===== src/rtl/core/jds_pkg.sv =====
// ----------------------------------------------------------------------------
// jds_pkg: shared types and constants of the joystick drive shaper
// Sample widths, register indexes, control word between the front end and the
// merging stage, and the response-curve table built at elaboration.
// ----------------------------------------------------------------------------
`default_nettype none

package jds_pkg;

    // sizes
    localparam int SAMPLE_BITS      = 16;
    localparam int CURVE_INDEX_BITS = 10;
    localparam int AGE_BITS         = 8;
    localparam int TIMEOUT_BITS     = 8;
    localparam int KIND_BITS        = 2;
    localparam int MODE_BITS        = 2;

    localparam int MAG_BITS      = SAMPLE_BITS - 1;
    localparam int PROD_BITS     = 2 * SAMPLE_BITS;
    localparam int CURVE_ENTRIES = 1 << CURVE_INDEX_BITS;
    localparam int CMP_BITS      = (AGE_BITS > TIMEOUT_BITS) ? AGE_BITS : TIMEOUT_BITS;

    // lanes, in output word order
    localparam int LANES     = 4;
    localparam int LANE_LAT  = 0;
    localparam int LANE_FWD  = 1;
    localparam int LANE_VERT = 2;
    localparam int LANE_ROT  = 3;

    // input word field order
    localparam int IN_LAT   = 0;
    localparam int IN_FWD   = 1;
    localparam int IN_TWIST = 2;
    localparam int IN_VERT  = 3;

    localparam int TDATA_BITS = ((LANES * SAMPLE_BITS + 7) / 8) * 8;

    // configuration port
    localparam int CFG_INDEX_BITS = 3;
    localparam int CFG_DATA_BITS  = SAMPLE_BITS;

    localparam logic [CFG_INDEX_BITS-1:0] CFG_LINEAR_SCALE   = 3'd0;
    localparam logic [CFG_INDEX_BITS-1:0] CFG_ANGULAR_SCALE  = 3'd1;
    localparam logic [CFG_INDEX_BITS-1:0] CFG_VERTICAL_SCALE = 3'd2;
    localparam logic [CFG_INDEX_BITS-1:0] CFG_INVERSION_MODE = 3'd3;
    localparam logic [CFG_INDEX_BITS-1:0] CFG_THRUST_ENABLE  = 3'd4;
    localparam logic [CFG_INDEX_BITS-1:0] CFG_TIMEOUT_TICKS  = 3'd5;

    localparam logic [SAMPLE_BITS-1:0]  SCALE_RESET   = SAMPLE_BITS'(1) << (SAMPLE_BITS - 2);
    localparam logic [TIMEOUT_BITS-1:0] TIMEOUT_RESET = TIMEOUT_BITS'(1);
    localparam logic [AGE_BITS-1:0]     AGE_MAX       = '1;

    typedef enum logic [KIND_BITS-1:0] {
        KIND_STICK    = 2'd0,
        KIND_THROTTLE = 2'd1,
        KIND_TICK     = 2'd2
    } t_kind;

    typedef enum logic [MODE_BITS-1:0] {
        MODE_FRONT = 2'd0,
        MODE_RIGHT = 2'd1,
        MODE_BACK  = 2'd2,
        MODE_LEFT  = 2'd3
    } t_inv_mode;

    // what the merging stage does with one held axis
    typedef enum logic [1:0] {
        HOLD_KEEP = 2'd0,
        HOLD_LOAD = 2'd1,
        HOLD_ZERO = 2'd2
    } t_hold_op;

    // control word travelling alongside the lanes
    typedef struct packed {
        t_hold_op op_lat;
        t_hold_op op_fwd;
        t_hold_op op_vert;
        t_hold_op op_rot;
        logic     failsafe;
        logic     fs_vert_zero;
    } t_ctrl;

    // response curve: largest y with y^5 * 2^(7C) <= i^7 * 2^(5(S-1))
    localparam int BIG_BITS = 7 * CURVE_INDEX_BITS + 5 * MAG_BITS + 1;

    typedef logic [MAG_BITS-1:0] t_curve_rom [CURVE_ENTRIES];

    function automatic t_curve_rom build_curve_rom();
        t_curve_rom            rom;
        logic [BIG_BITS-1:0]   rhs;
        logic [BIG_BITS-1:0]   lhs;
        logic [MAG_BITS-1:0]   y;
        logic [MAG_BITS-1:0]   cand;
        int                    i;
        int                    b;
        int                    k;
        for (i = 0; i < CURVE_ENTRIES; i++) begin
            rhs = BIG_BITS'(1);
            for (k = 0; k < 7; k++) begin
                rhs = rhs * BIG_BITS'(i);
            end
            rhs = rhs << (5 * MAG_BITS);
            y = '0;
            // bitwise search from the top, the bound is monotone in y
            for (b = MAG_BITS - 1; b >= 0; b--) begin
                cand = y | (MAG_BITS'(1) << b);
                lhs  = BIG_BITS'(1);
                for (k = 0; k < 5; k++) begin
                    lhs = lhs * BIG_BITS'(cand);
                end
                lhs = lhs << (7 * CURVE_INDEX_BITS);
                if (lhs <= rhs) begin
                    y = cand;
                end
            end
            rom[i] = y;
        end
        return rom;
    endfunction

    localparam t_curve_rom CURVE_ROM = build_curve_rom();

endpackage

`default_nettype wire


===== src/rtl/core/jds_merge.sv =====
// ----------------------------------------------------------------------------
// jds_merge: merging stage and output register
// Folds the four lane results into the held axis commands and builds the
// outgoing word, the failsafe word included.
// ----------------------------------------------------------------------------
`default_nettype none

module jds_merge (
    input  wire                                         i_clk,
    input  wire                                         i_rst_n,
    input  wire                                         i_valid,
    input  wire  jds_pkg::t_ctrl                        i_ctrl,
    input  wire  [jds_pkg::LANES-1:0][jds_pkg::SAMPLE_BITS-1:0] i_lanes,
    output logic                                        o_ready,
    output logic                                        o_m_tvalid,
    input  wire                                         i_m_tready,
    // lateral, forward, vertical, rotate; zero fill to whole bytes
    output logic [jds_pkg::TDATA_BITS-1:0]              o_m_tdata,
    // failsafe
    output logic                                        o_m_tuser
);
    import jds_pkg::*;

    logic [SAMPLE_BITS-1:0] r_held [LANES];
    logic [SAMPLE_BITS-1:0] n_held [LANES];
    t_hold_op               ops    [LANES];
    logic [SAMPLE_BITS-1:0] word   [LANES];
    logic [TDATA_BITS-1:0]  data;
    logic                   r_valid;
    logic [TDATA_BITS-1:0]  r_data;
    logic                   r_failsafe;

    assign ops[LANE_LAT]  = i_ctrl.op_lat;
    assign ops[LANE_FWD]  = i_ctrl.op_fwd;
    assign ops[LANE_VERT] = i_ctrl.op_vert;
    assign ops[LANE_ROT]  = i_ctrl.op_rot;

    // next held values
    always_comb begin
        for (int k = 0; k < LANES; k++) begin
            unique case (ops[k])
                HOLD_LOAD: n_held[k] = i_lanes[k];
                HOLD_ZERO: n_held[k] = '0;
                default:   n_held[k] = r_held[k];
            endcase
        end
    end

    // outgoing word
    always_comb begin
        for (int k = 0; k < LANES; k++) begin
            word[k] = n_held[k];
        end
        if (i_ctrl.failsafe) begin
            word[LANE_LAT]  = '0;
            word[LANE_FWD]  = '0;
            word[LANE_ROT]  = '0;
            word[LANE_VERT] = i_ctrl.fs_vert_zero ? '0 : r_held[LANE_VERT];
        end
        data = '0;
        for (int k = 0; k < LANES; k++) begin
            data[k*SAMPLE_BITS +: SAMPLE_BITS] = word[k];
        end
    end

    assign o_ready = !r_valid || i_m_tready;

    // control and held state
    always_ff @(posedge i_clk) begin
        if (!i_rst_n) begin
            r_valid <= 1'b0;
            for (int k = 0; k < LANES; k++) begin
                r_held[k] <= '0;
            end
        end else if (o_ready) begin
            r_valid <= i_valid;
            if (i_valid) begin
                for (int k = 0; k < LANES; k++) begin
                    r_held[k] <= n_held[k];
                end
            end
        end
    end

    // output payload
    always_ff @(posedge i_clk) begin
        if (o_ready && i_valid) begin
            r_data     <= data;
            r_failsafe <= i_ctrl.failsafe;
        end
    end

    assign o_m_tvalid = r_valid;
    assign o_m_tdata  = r_data;
    assign o_m_tuser  = r_failsafe;

endmodule

`default_nettype wire


===== config.mk =====
export PLATFORM = sky130hd
export DESIGN_NAME = jds_merge
export DESIGN_NICKNAME = d
export VERILOG_FILES = /design/src/rtl/core/jds_pkg.sv /design/src/rtl/core/jds_merge.sv
export SDC_FILE = /design/constraint.sdc
export NUM_CORES = 1
export LEC_CHECK = 0
export BUFFER_PORTS_ARGS = -buffer_cell sky130_fd_sc_hd__clkbuf_2
export CAP_MARGIN = 20
export CORE_ASPECT_RATIO = 0.9
export CORE_MARGIN = 5
export CORE_UTILIZATION = 55
export CTS_BUF_LIST = sky130_fd_sc_hd__clkbuf_8
export DETAILED_ROUTE_END_ITERATION = 8
export GPL_TIMING_DRIVEN = 1
export HOLD_SLACK_MARGIN = 0.15
export PLACE_DENSITY = 0.81
export SYNTH_ARGS = -nofsm -noshare
export SYNTH_HDL_FRONTEND = slang
export SYNTH_SLANG_ARGS = --single-unit

===== constraint.sdc =====
create_clock -name i_clk -period 13.2 [get_ports i_clk]
set_input_delay 2.64 -clock i_clk [delete_from_list [all_inputs] [get_ports i_clk]]
set_output_delay 2.64 -clock i_clk [all_outputs]
set_load 0.005 [all_outputs]

## Word-level counts from Yosys, hierarchy flattened

Memory sizes are Yosys's and may differ from the RTL's.
Cells that the tools add are included.

- Register bits: 66
- RAM bits: 64
- Bits of input ports: 78
- Output and inout bits: 67
- Word-level logic and storage cells: 35
- Memories kept: 1

Memory list:

| name | depth | width | rd ports | clocked after Yosys merged registers in | wr ports | line | source |
|---|---|---|---|---|---|---|---|
| r_held | 4 | 16 | 4 | 0 | 4 | jds_merge.sv:24 | `logic [SAMPLE_BITS-1:0] r_held [LANES];` |

- Equal/unequal tests: 8
- Muxes and demuxes: 15
- Bitwise operators: 4
- Reduce and logical (&&, ||, !) cells: 3

Operator list:

| kind | count |
|---|---|
| $pmux 16 s2 | 4 |
| $mux 16 | 5 |
| $mux 32 | 1 |
| $eq 2x1->1 const B | 4 |
| $eq 2x2->1 const B | 4 |
| $mux 1 | 5 |
| $or 1x1->1 | 4 |
| $logic_and 1x1->1 | 1 |
| $logic_not 1->1 | 1 |
| $logic_or 1x1->1 | 1 |

## Depth between registers and ports, before layout

Gate-level depths: netlist of the first run.

- Word-level depth: 6
- Depth in mapped cells: 6
- Gate-level depth less buffers: 4

## Worst setup path before layout of the first run

No wires, ideal clock.

- Kind: input to register
- From: input i_m_tready
- To: memory r_held[0][0] (enable)
- Setup time: 0.574 ns
- Arrival: 7.548 ns
- Data required time: 12.626 ns
- Path slack: 5.077 ns
- Stages on the path: 4
- Path buffers: 2
- Path through: nor2b_4 > buf_4 > buf_2 > o21ai_0

RTL lines:

| item | line | source |
|---|---|---|
| from (decl) | jds_merge.sv:16 | `input wire i_m_tready,` |
| to (decl) | jds_merge.sv:24 |  |

## Worst setup path in the final report of the first run

- From: input i_m_tready
- To: output o_ready

- Longest elaborated chain between the ends: 1

RTL lines:

| item | line | source |
|---|---|---|
| $logic_or 1x1->1 | jds_merge.sv:66 | `assign o_ready = !r_valid \|\| i_m_tready;` |
| to (decl) | jds_merge.sv:14 | `output logic o_ready,` |

Every way passes these cells.

==> results.py, run 1 <==
metrics = {
    "worst_setup_path": {
        "crit_path_end_kind": "primary output",
        "required_ns": 10.56,
        "cp-start-kind": "input pin",
        "worstSetupPathType": "in2out",
        "worstPathArrival_ns": 3.05,
        "cp_max_fo": 2,
    },
    "logic_synthesis": {
        "synthFlopType": "edfxtp_1",
        "synth.avg_cell_area_um2": 13.81,
        "syn-cell-area_um2": 6740,
        "muxShareOfSynthArea_pct": 0,
        "synth_seq_cells": 130,
        "synthSimpleGateAreaFrac_pct": 16.06,
        "ys_seq_area_share_pct": 57.77,
        "synth-async-reset-ratio_pct": 0,
        "yosysWarnings": 0,
        "synth_edf_count": 129,
        "ys_top_cells_by_area": "edfxtp_1 57%, a2111oi_2 14%, nand3b_1 7.1%",
        "synth_compound_gate_area_share_pct": 19.90,
        "synth-adder-area-share_pct": 0.7425,
        "synth_top_family_by_area": "compound AO/OA/AOI/OAI gates",
        "synthDistinctLibCells": 26,
        "yosysMostFrequentCell": "edfxtp_1",
        "synth_nets": 570,
        "synth.top_cell.area_share_pct": 57.47,
        "ys_top_cells_by_count": "129 x edfxtp_1, 64 x nand2_1, 64 x nand3b_1, 62 x a2111oi_2, 48 x a21oi_1",
        "synth_xor_area_share_pct": 0,
        "syn_inst": 488,
        "yosysTopAreaCell": "edfxtp_1",
    },
    "global_route": {
        "grt_pass1_vias": 4695,
        "antenna_found_initial": 0,
        "grt_max_degree": 83,
        "grt_pass1_wl_um": 23430,
        "grt-ovfl-total": 0,
        "grt_use_total_pct": 20.07,
    },
    "pwr": {
        "cellPowerDensity_nw_per_um2": 127.3,
        "peakVddDrop_v": 0.00005927,
        "power.leakage_nw": 2.912,
    },
    "detailed_routing": {
        "wl_per_cell_um": 18.58,
        "avgViaCountPerCell": 5.920,
        "routed.top_layer": "met4",
        "dr_total_vias": 4594,
        "drtIter0Drc": 440,
        "routed_wl_um": 14420,
        "route.met3.wl_um": 870,
        "met1Wirelength_um": 6367,
        "drc_errors": 0,
        "drt_pre_antenna_iters": 6,
        "wl_met2_um": 7069,
        "antenna_left": 0,
    },
    "clock_tree": {
        "clock_sinks": 130,
        "clk_root_buffer_cell": "clkbuf_8",
        "cts-resized-gates": 0,
        "htree_levels": 4,
        "hold_buffers": 0,
        "clk_latency_ns": 0.44,
        "clkTransAtPathRegs_ns": 0.07,
        "cts_tree": "done",
        "cts_setup_buffers": 0,
        "cts_buffers": 17,
        "cts_buffer_depth": 2,
    },
    "timing": {
        "worst_pin_slew_ns": 1.141,
        "finalSetupTns_ns": 0,
        "min_period_ns": 5.687,
        "finalSetupViolations": 0,
        "slew_headroom_pct": 23.96,
        "drv_slew": 0,
        "finalCritPeriodShare_pct": 43.08,
        "rsz0062_at_grt": "no",
        "fin_worst_skew_ns": 0.009867,
        "finalHoldViolCount": 0,
        "max_clock_freq_mhz": 175.8,
    },
    "die": {
        "io_pins": 145,
        "die_width_um": 126.7,
        "die_y_um": 115.0,
        "core-area_um2": 12030,
        "initial_utilization_pct": 56.03,
        "placementRows": 38,
        "die-area_um2": 14570,
    },
    "hold_path": {
        "hold_class": "reg2reg",
    },
    "placed_design": {
        "placed_cells": 743,
        "routabilityCongestion": 0.8209,
        "portBuffers": 144,
        "hpwl_um": 8760,
    },
    "final_layout": {
        "syn2layout_area_growth_pct": 16.22,
        "final_cells": 776,
        "layout-drive-gt1-share_pct": 43.18,
        "n_antenna_cell": 0,
        "fin_nets": 685,
    },
    "outcome": {
        "run_status": "completed",
    },
    "flow_run": {
        "cap_violations": 0,
    },
}
[stage by stage]
| stage | hold WS, ns | cell area, um2 | total power [W] | utilization [%] | setup slack, ns |
|---|---|---|---|---|---|
| 6_report | 0.5958 | 7834 | 0.0009973 | 65.12 | 7.513 |
| 3_5_place_dp | 0.5691 | 7376 | 0.0006226 | 61.32 | 7.514 |
| 5_1_grt | 0.6089 | 7834 | 0.001039 | 65.12 | 7.493 |
| 3_3_place_gp | 0.5548 | 7376 | 0.0006181 | 61.32 | 7.503 |
| 4_1_cts | 0.5890 | 7826 | 0.001001 | 65.06 | 7.515 |
| 2_1_floorplan | 0.5465 | 6740 | 0.0005870 | - | 5.077 |
[area by class of cell]
type	count	area, um2
Inverter	7	31.28
Clock inverter	15	216.5
Timing Repair Buffer	150	765.7
Clock buffer	17	234.0
Sequential cell	130	3894
Tap cell	160	200.2
Fill cell	903	4195
Multi-Input combinational cell	297	2492
[final timing paths]
path / startpoint / to / slack, ns / depth (start not counted)
min: r_held[2][5] / o_m_tdata[37] / 0.60 / 1
min reg2reg: r_held[2][5] / o_m_tdata[37] / 0.60 / 1
max reg2reg: o_m_tvalid / r_held[2][3] / 10.42 / 4
max: i_m_tready / o_ready / 7.51 / 4
[worst max-delay path: stages]
cell	delay, ns
clkbuf_2	0.11
nor2b_4	0.13
inv_1	0.06
clkbuf_2	0.11
[report_power, final]
| group | leakage, nW | switching [W] | internal (W) | total, W |
|---|---|---|---|---|
| clock | 0.220 | 0.000160 | 0.000223 | 0.000383 |
| combinational | 1.32 | 0.0000736 | 0.0000453 | 0.000119 |
| sequential | 1.37 | 0.00000950 | 0.000486 | 0.000495 |
[registers in the layout (all words and copies together) (netlist names)]
signal      flops
o_m_tuser       1
o_m_tdata      64
r_held         64
o_m_tvalid      1
[logic make-up after synthesis]
family                     Yosys count
AOI/OAI and AO/OA                  130
adders and majority gates            4
buffers and inverters               61
DFF                                130
and+or+nand+nor                    163
[cells in the final DEF, fill, tap and decap left out, drive strengths merged]
| cell | n |
|---|---|
| inv | 8 |
| edfxtp | 129 |
| o21ai | 1 |
| a211o | 16 |
| nand2 | 64 |
| nor2b | 2 |
| nor2 | 1 |
| nand3b | 64 |
| a2111oi | 64 |
| and3b | 16 |
| and4bb | 10 |
| clkinvlp | 3 |
| nor4bb | 6 |
| bufinv | 5 |
| buf | 6 |
| dfxtp | 1 |
| clkbuf | 161 |
| a21oi | 48 |
| ha | 4 |
| o21a | 1 |
| clkinv | 6 |
[routing by layer]
metal,global-route usage [%],vias to the layer above
li1,-,2194
met1,26.74,2238
met2,32.58,149
met3,5.574,13
met4,5.790,0
met5,0,-
(Power assumes the default switching activity.)
==> inputs of run 2 (changes only) <==
clock period = 5.8 ns   (was 13.2 ns; I/O delays follow)
==> run 2 against run 1 <==
  * Sequential cell count did not move
  * Critical path depth is the same
  * Setup slack worse by 4.8 ns
  * Highest routed layer unchanged
  * Sequential power rose by 130%
  * Total power up 110%
  * Clock power grew 87%
  * Combinational power rose by 140%
  * Clock skew decreased by 0.0053 ns
  * Worst hold slack got worse by 0.0024 ns
  * Sequential share of layout area decreased by 0.13 points
  * Critical path type unchanged
  * Design area rose by 0.27%
==> results.py, run 2 (synthesis gave the netlist of run 1 again) <==
metrics = {
    "timing": {
        "finalSetupTns_ns": 0,
        "worst_pin_slew_ns": 1.076,
        "finalHoldViolCount": 0,
        "drv_slew": 0,
        "rsz0062_at_grt": "no",
        "setup_slack_ns": 2.664,
        "finalSetupViolations": 0,
        "max_clock_freq_mhz": 318.9,
        "min_period_ns": 3.136,
        "fin_worst_skew_ns": 0.004535,
        "slew_headroom_pct": 28.28,
        "finalCritPeriodShare_pct": 54.06,
    },
    "clock_tree": {
        "cts_buffer_depth": 2,
        "clock_sinks": 130,
        "cts_setup_buffers": 0,
        "clkTransAtPathRegs_ns": 0.07,
        "clk_latency_ns": 0.44,
        "hold_buffers": 0,
        "cts_tree": "done",
        "clk_root_buffer_cell": "clkbuf_8",
        "cts_buffers": 17,
        "htree_levels": 4,
        "cts-resized-gates": 0,
    },
    "die": {
        "die-area_um2": 14570,
        "die_y_um": 115.0,
        "die_width_um": 126.7,
        "initial_utilization_pct": 56.03,
        "core-area_um2": 12030,
        "io_pins": 145,
        "placementRows": 38,
    },
    "placed_design": {
        "routabilityCongestion": 0.8150,
        "place_ws_ns": 2.038,
        "placed_cells": 744,
        "hpwl_um": 9385,
        "portBuffers": 144,
    },
    "detailed_routing": {
        "avgViaCountPerCell": 6.069,
        "drt_pre_antenna_iters": 5,
        "wl_per_cell_um": 19.14,
        "drc_errors": 0,
        "routed_wl_um": 14930,
        "antenna_left": 0,
        "dr_total_vias": 4734,
        "drtIter0Drc": 483,
    },
    "pwr": {
        "cellPowerDensity_nw_per_um2": 270.9,
        "power.leakage_nw": 2.937,
        "peakVddDrop_v": 0.0001482,
        "power_w": 0.002128,
    },
    "worst_setup_path": {
        "crit_path_frequent_cell": "clkbuf_2",
        "worstSetupPathType": "in2out",
        "required_ns": 4.64,
        "critPathBufInv": 3,
        "path_delay_family": "simple AND/OR/NAND/NOR gates",
        "cp_max_fo": 14,
        "max_stage_delay_ns": 0.45,
        "crit_path_end_kind": "primary output",
        "critPathSlowestCell": "nor2b_4",
        "cp-start-kind": "input pin",
        "worstPathArrival_ns": 1.98,
        "cp_cell_sequence": "clkbuf_2, nor2b_4, inv_1, clkbuf_2",
    },
    "final_layout": {
        "final_cells": 780,
        "nFillCells": 883,
        "mostFrequentLayoutCell": "clkbuf_2",
        "most-common-layout-cells": "144 x clkbuf_2, 129 x edfxtp_1, 64 x nand2_1, 64 x nand3b_1, 62 x a2111oi_2",
        "n_antenna_cell": 0,
        "fin_nets": 689,
        "syn2layout_area_growth_pct": 16.54,
        "layout-drive-gt1-share_pct": 43.06,
        "fin_util_pct": 65.30,
    },
    "global_route": {
        "grt_use_total_pct": 20.73,
        "grt_max_degree": 82,
        "grt_pass1_wl_um": 24160,
        "grt_pass1_vias": 4807,
        "grt-ovfl-total": 0,
        "antenna_found_initial": 0,
    },
    "hold_path": {
        "hold_class": "reg2reg",
    },
    "outcome": {
        "run_status": "completed",
    },
    "flow_run": {
        "cap_violations": 0,
    },
}
-- run 2: changes by cell type in the layout (fill, tap and decap cells not counted), sizes merged --
cell,delta
buf,+4
bufinv,-3
clkinv,+2
inv,+2
clkinvlp,-1
-- run 2: layout make-up --
cell class	instances	area [um2]	share of cell area [%]
clock buffers	17	234.0	2.979
clock inverters	15	127.6	1.625
inverters	7	31.28	0.3982
multi-input cells	297	2492	31.73
flip-flops and latches	130	3894	49.57
well taps	160	200.2	2.549
repair buffers	154	875.8	11.15
-- run 2: path summary, 6_finish.rpt --
check / slack [ns] / cells past startpoint / endpoint / start
setup / recovery: 2.66 / 4 / o_ready / i_m_tready
hold reg to reg: 0.59 / 1 / o_m_tdata[41] / r_held[2][9]
setup reg to reg: 3.72 / 4 / r_held[1][5] / o_m_tvalid
hold / removal: 0.59 / 1 / o_m_tdata[41] / r_held[2][9]
-- run 2: stage by stage --
step	cell area, um2	hold WS [ns]
after floorplan	6740	0.5465
after global placement	7376	0.5586
after detailed placement	7403	0.5721
after CTS	7765	0.5933
after global routing	7855	0.6309
final	7855	0.5934
-- run 2: routing by layer --
metal	track usage, %	routed length (um)	part of all wire, %	up-vias
li1	-	-	-	2198
met3	5.248	943	6.3	27
met2	33.71	7379	49	174
met5	0	0	0	-
met1	27.01	6307	42	2335
met4	8.149	301	2.0	0
-- run 2: power by group --
part / total [W] / internal (W) / leakage (nW) / switching, W
Sequential: 0.00113 / 0.00111 / 1.37 / 0.0000221
Clock: 0.000716 / 0.000369 / 0.194 / 0.000347
Combinational: 0.000285 / 0.000114 / 1.37 / 0.000171
Total: 0.00213 / 0.00159 / 2.94 / 0.000540
==> inputs of run 3 (changes only) <==
CORE_UTILIZATION = 51   (was 55)
PLACE_DENSITY = 0.79   (was 0.81)
clock period = 2.71 ns   (was 5.8 ns; I/O delays follow)
==> run 3 against run 2 <==
  * Die area rose by 7.2%
  * Sequential power rose by 110%
  * Clock skew rose by 0.0069 ns
  * Core utilization fell by 4.3 points
  * Clock power rose by 110%
  * Combinational power rose by 110%
  * Critical path type is now reg2out
  * Largest cell class unchanged
==> results.py, run 3 (synthesis gave the netlist of run 1 again) <==
metrics = {
    "clock_tree": {
        "cts_buffer_depth": 2,
        "cts_setup_buffers": 0,
        "cts-resized-gates": 0,
        "htree_levels": 4,
        "cts_tree": "done",
        "clock_sinks": 130,
        "clkTransAtPathRegs_ns": 0.07,
        "clk_latency_ns": 0.44,
        "hold_buffers": 0,
        "cts_buffers": 17,
        "clk_root_buffer_cell": "clkbuf_8",
    },
    "hold_path": {
        "hold_start": "i_valid",
        "min_path_cells": 2,
        "hold_class": "in2reg",
    },
    "global_route": {
        "grt_pass1_vias": 4883,
        "grt_pass1_wl_um": 24740,
        "grt_max_degree": 58,
        "grt-ovfl-total": 0,
        "grt_use_total_pct": 19.62,
        "antenna_found_initial": 0,
    },
    "flow_run": {
        "cap_violations": 0,
    },
    "die": {
        "io_pins": 145,
        "core-area_um2": 12830,
        "placementRows": 39,
        "die-area_um2": 15620,
        "die_y_um": 119.1,
        "initial_utilization_pct": 52.52,
        "die_width_um": 131.2,
    },
    "pwr": {
        "intPower_w": 0.003376,
        "switching_share_pct": 24.96,
        "power_w": 0.004499,
        "peakVddDrop_v": 0.0003676,
        "power.leakage_nw": 2.931,
        "power.switching_w": 0.001123,
        "seqPwrFrac_pct": 53.6,
        "cellPowerDensity_nw_per_um2": 574.3,
        "combinationalPowerShare_pct": 13.4,
        "clock_power_share_pct": 32.9,
    },
    "detailed_routing": {
        "avgViaCountPerCell": 6.036,
        "drtIter0Drc": 448,
        "drc_errors": 0,
        "wl_per_cell_um": 19.58,
        "dr_total_vias": 4750,
        "routed_wl_um": 15410,
        "drt_pre_antenna_iters": 5,
        "antenna_left": 0,
    },
    "worst_setup_path": {
        "reg2reg_depth": 3,
        "required_ns": 2.17,
        "cp-start-kind": "register",
        "critical_path.startpoint": "o_m_tvalid",
        "worstSetupPathType": "reg2out",
        "rr_startpoint": "o_m_tvalid",
        "cp_max_fo": 16,
        "regToRegSetupSlack_ns": 0.92,
        "crit_path_end_kind": "primary output",
        "worstPathArrival_ns": 1.56,
    },
    "outcome": {
        "run_status": "completed",
    },
    "final_layout": {
        "layout-drive-gt1-share_pct": 42.38,
        "syn2layout_area_growth_pct": 16.21,
        "fin_nets": 693,
        "most-common-layout-cells": "144 x clkbuf_2, 129 x edfxtp_1, 64 x nand2_1, 64 x nand3b_1, 62 x a2111oi_2",
        "n_antenna_cell": 0,
        "nFillCells": 1041,
        "mostFrequentLayoutCell": "clkbuf_2",
        "fin_area_um2": 7833,
    },
    "timing": {
        "max_clock_freq_mhz": 475.3,
        "worst_pin_slew_ns": 1.005,
        "fin_worst_skew_ns": 0.01141,
        "finalCritPeriodShare_pct": 77.63,
        "min_period_ns": 2.104,
        "finalSetupViolations": 0,
        "finalSetupTns_ns": 0,
        "drv_slew": 0,
        "finalHoldViolCount": 0,
        "rsz0062_at_grt": "no",
        "slew_headroom_pct": 33.00,
    },
    "placed_design": {
        "portBuffers": 144,
        "routabilityCongestion": 0.7365,
        "dpl-instance-area_um2": 7490,
        "hpwl_um": 9661,
    },
}
==> run 3: metrics by stage <==
| step | cells | worst slack (ns) | hold WS (ns) | util [%] |
|---|---|---|---|---|
| 2_1_floorplan | 488 | -0.3531 | 0.5465 | - |
| 6_report | 787 | 0.6061 | 0.3697 | 61.03 |
| 3_5_place_dp | 756 | 0.4138 | 0.5673 | 58.36 |
| 3_3_place_gp | 755 | 0.4116 | 0.5579 | 58.27 |
| 5_1_grt | 787 | 0.4682 | 0.3506 | 61.03 |
| 4_1_cts | 787 | 0.5680 | 0.3390 | 61.03 |
==> run 3: routing by layer <==
layer  track usage (%)  vias to the layer above  share of wire, %  wire [um]
met3             5.902                       13               6.2        955
met2             32.61                      167                51       7826
met1             24.66                     2361                42       6506
met5                 0                        -                 0          0
met4             6.429                        0              0.80        124
li1                  -                     2209                 -          -
==> run 3: path summary, 6_finish.rpt <==
| path | endpoint |
|---|---|
| worst min register to register | o_m_tdata[37] |
| worst max register to register | r_held[1][3] |
| worst min-delay path | o_m_tvalid |
| worst max-delay path | o_ready |
==> run 3: cell type report <==
| class | count | area, um2 | area share (%) |
|---|---|---|---|
| sequential | 130 | 3894 | 49.71 |
| timing repair buffer | 158 | 867.1 | 11.07 |
| tap | 164 | 205.2 | 2.620 |
| clock buffer | 17 | 234.0 | 2.987 |
| inverter | 7 | 31.28 | 0.3994 |
| multi-input combinational | 297 | 2492 | 31.82 |
| clock inverter | 14 | 108.9 | 1.390 |
==> run 3: power by group through the flow <==
stage / clock [W] / combinational [W] / sequential [W]
2_1_floorplan: 0 / 0.000394 / 0.00246
3_3_place_gp: 0 / 0.000587 / 0.00245
3_5_place_dp: 0 / 0.000605 / 0.00246
4_1_cts: 0.00151 / 0.000610 / 0.00241
5_1_grt: 0.00161 / 0.000660 / 0.00242
6_report: 0.00148 / 0.000604 / 0.00241
==> run 3: worst max-delay path, stage by stage (launching register included) <==
cell,delay (ns)
dfxtp_1,0.35
nor2b_4,0.56
inv_1,0.08
clkbuf_2,0.13
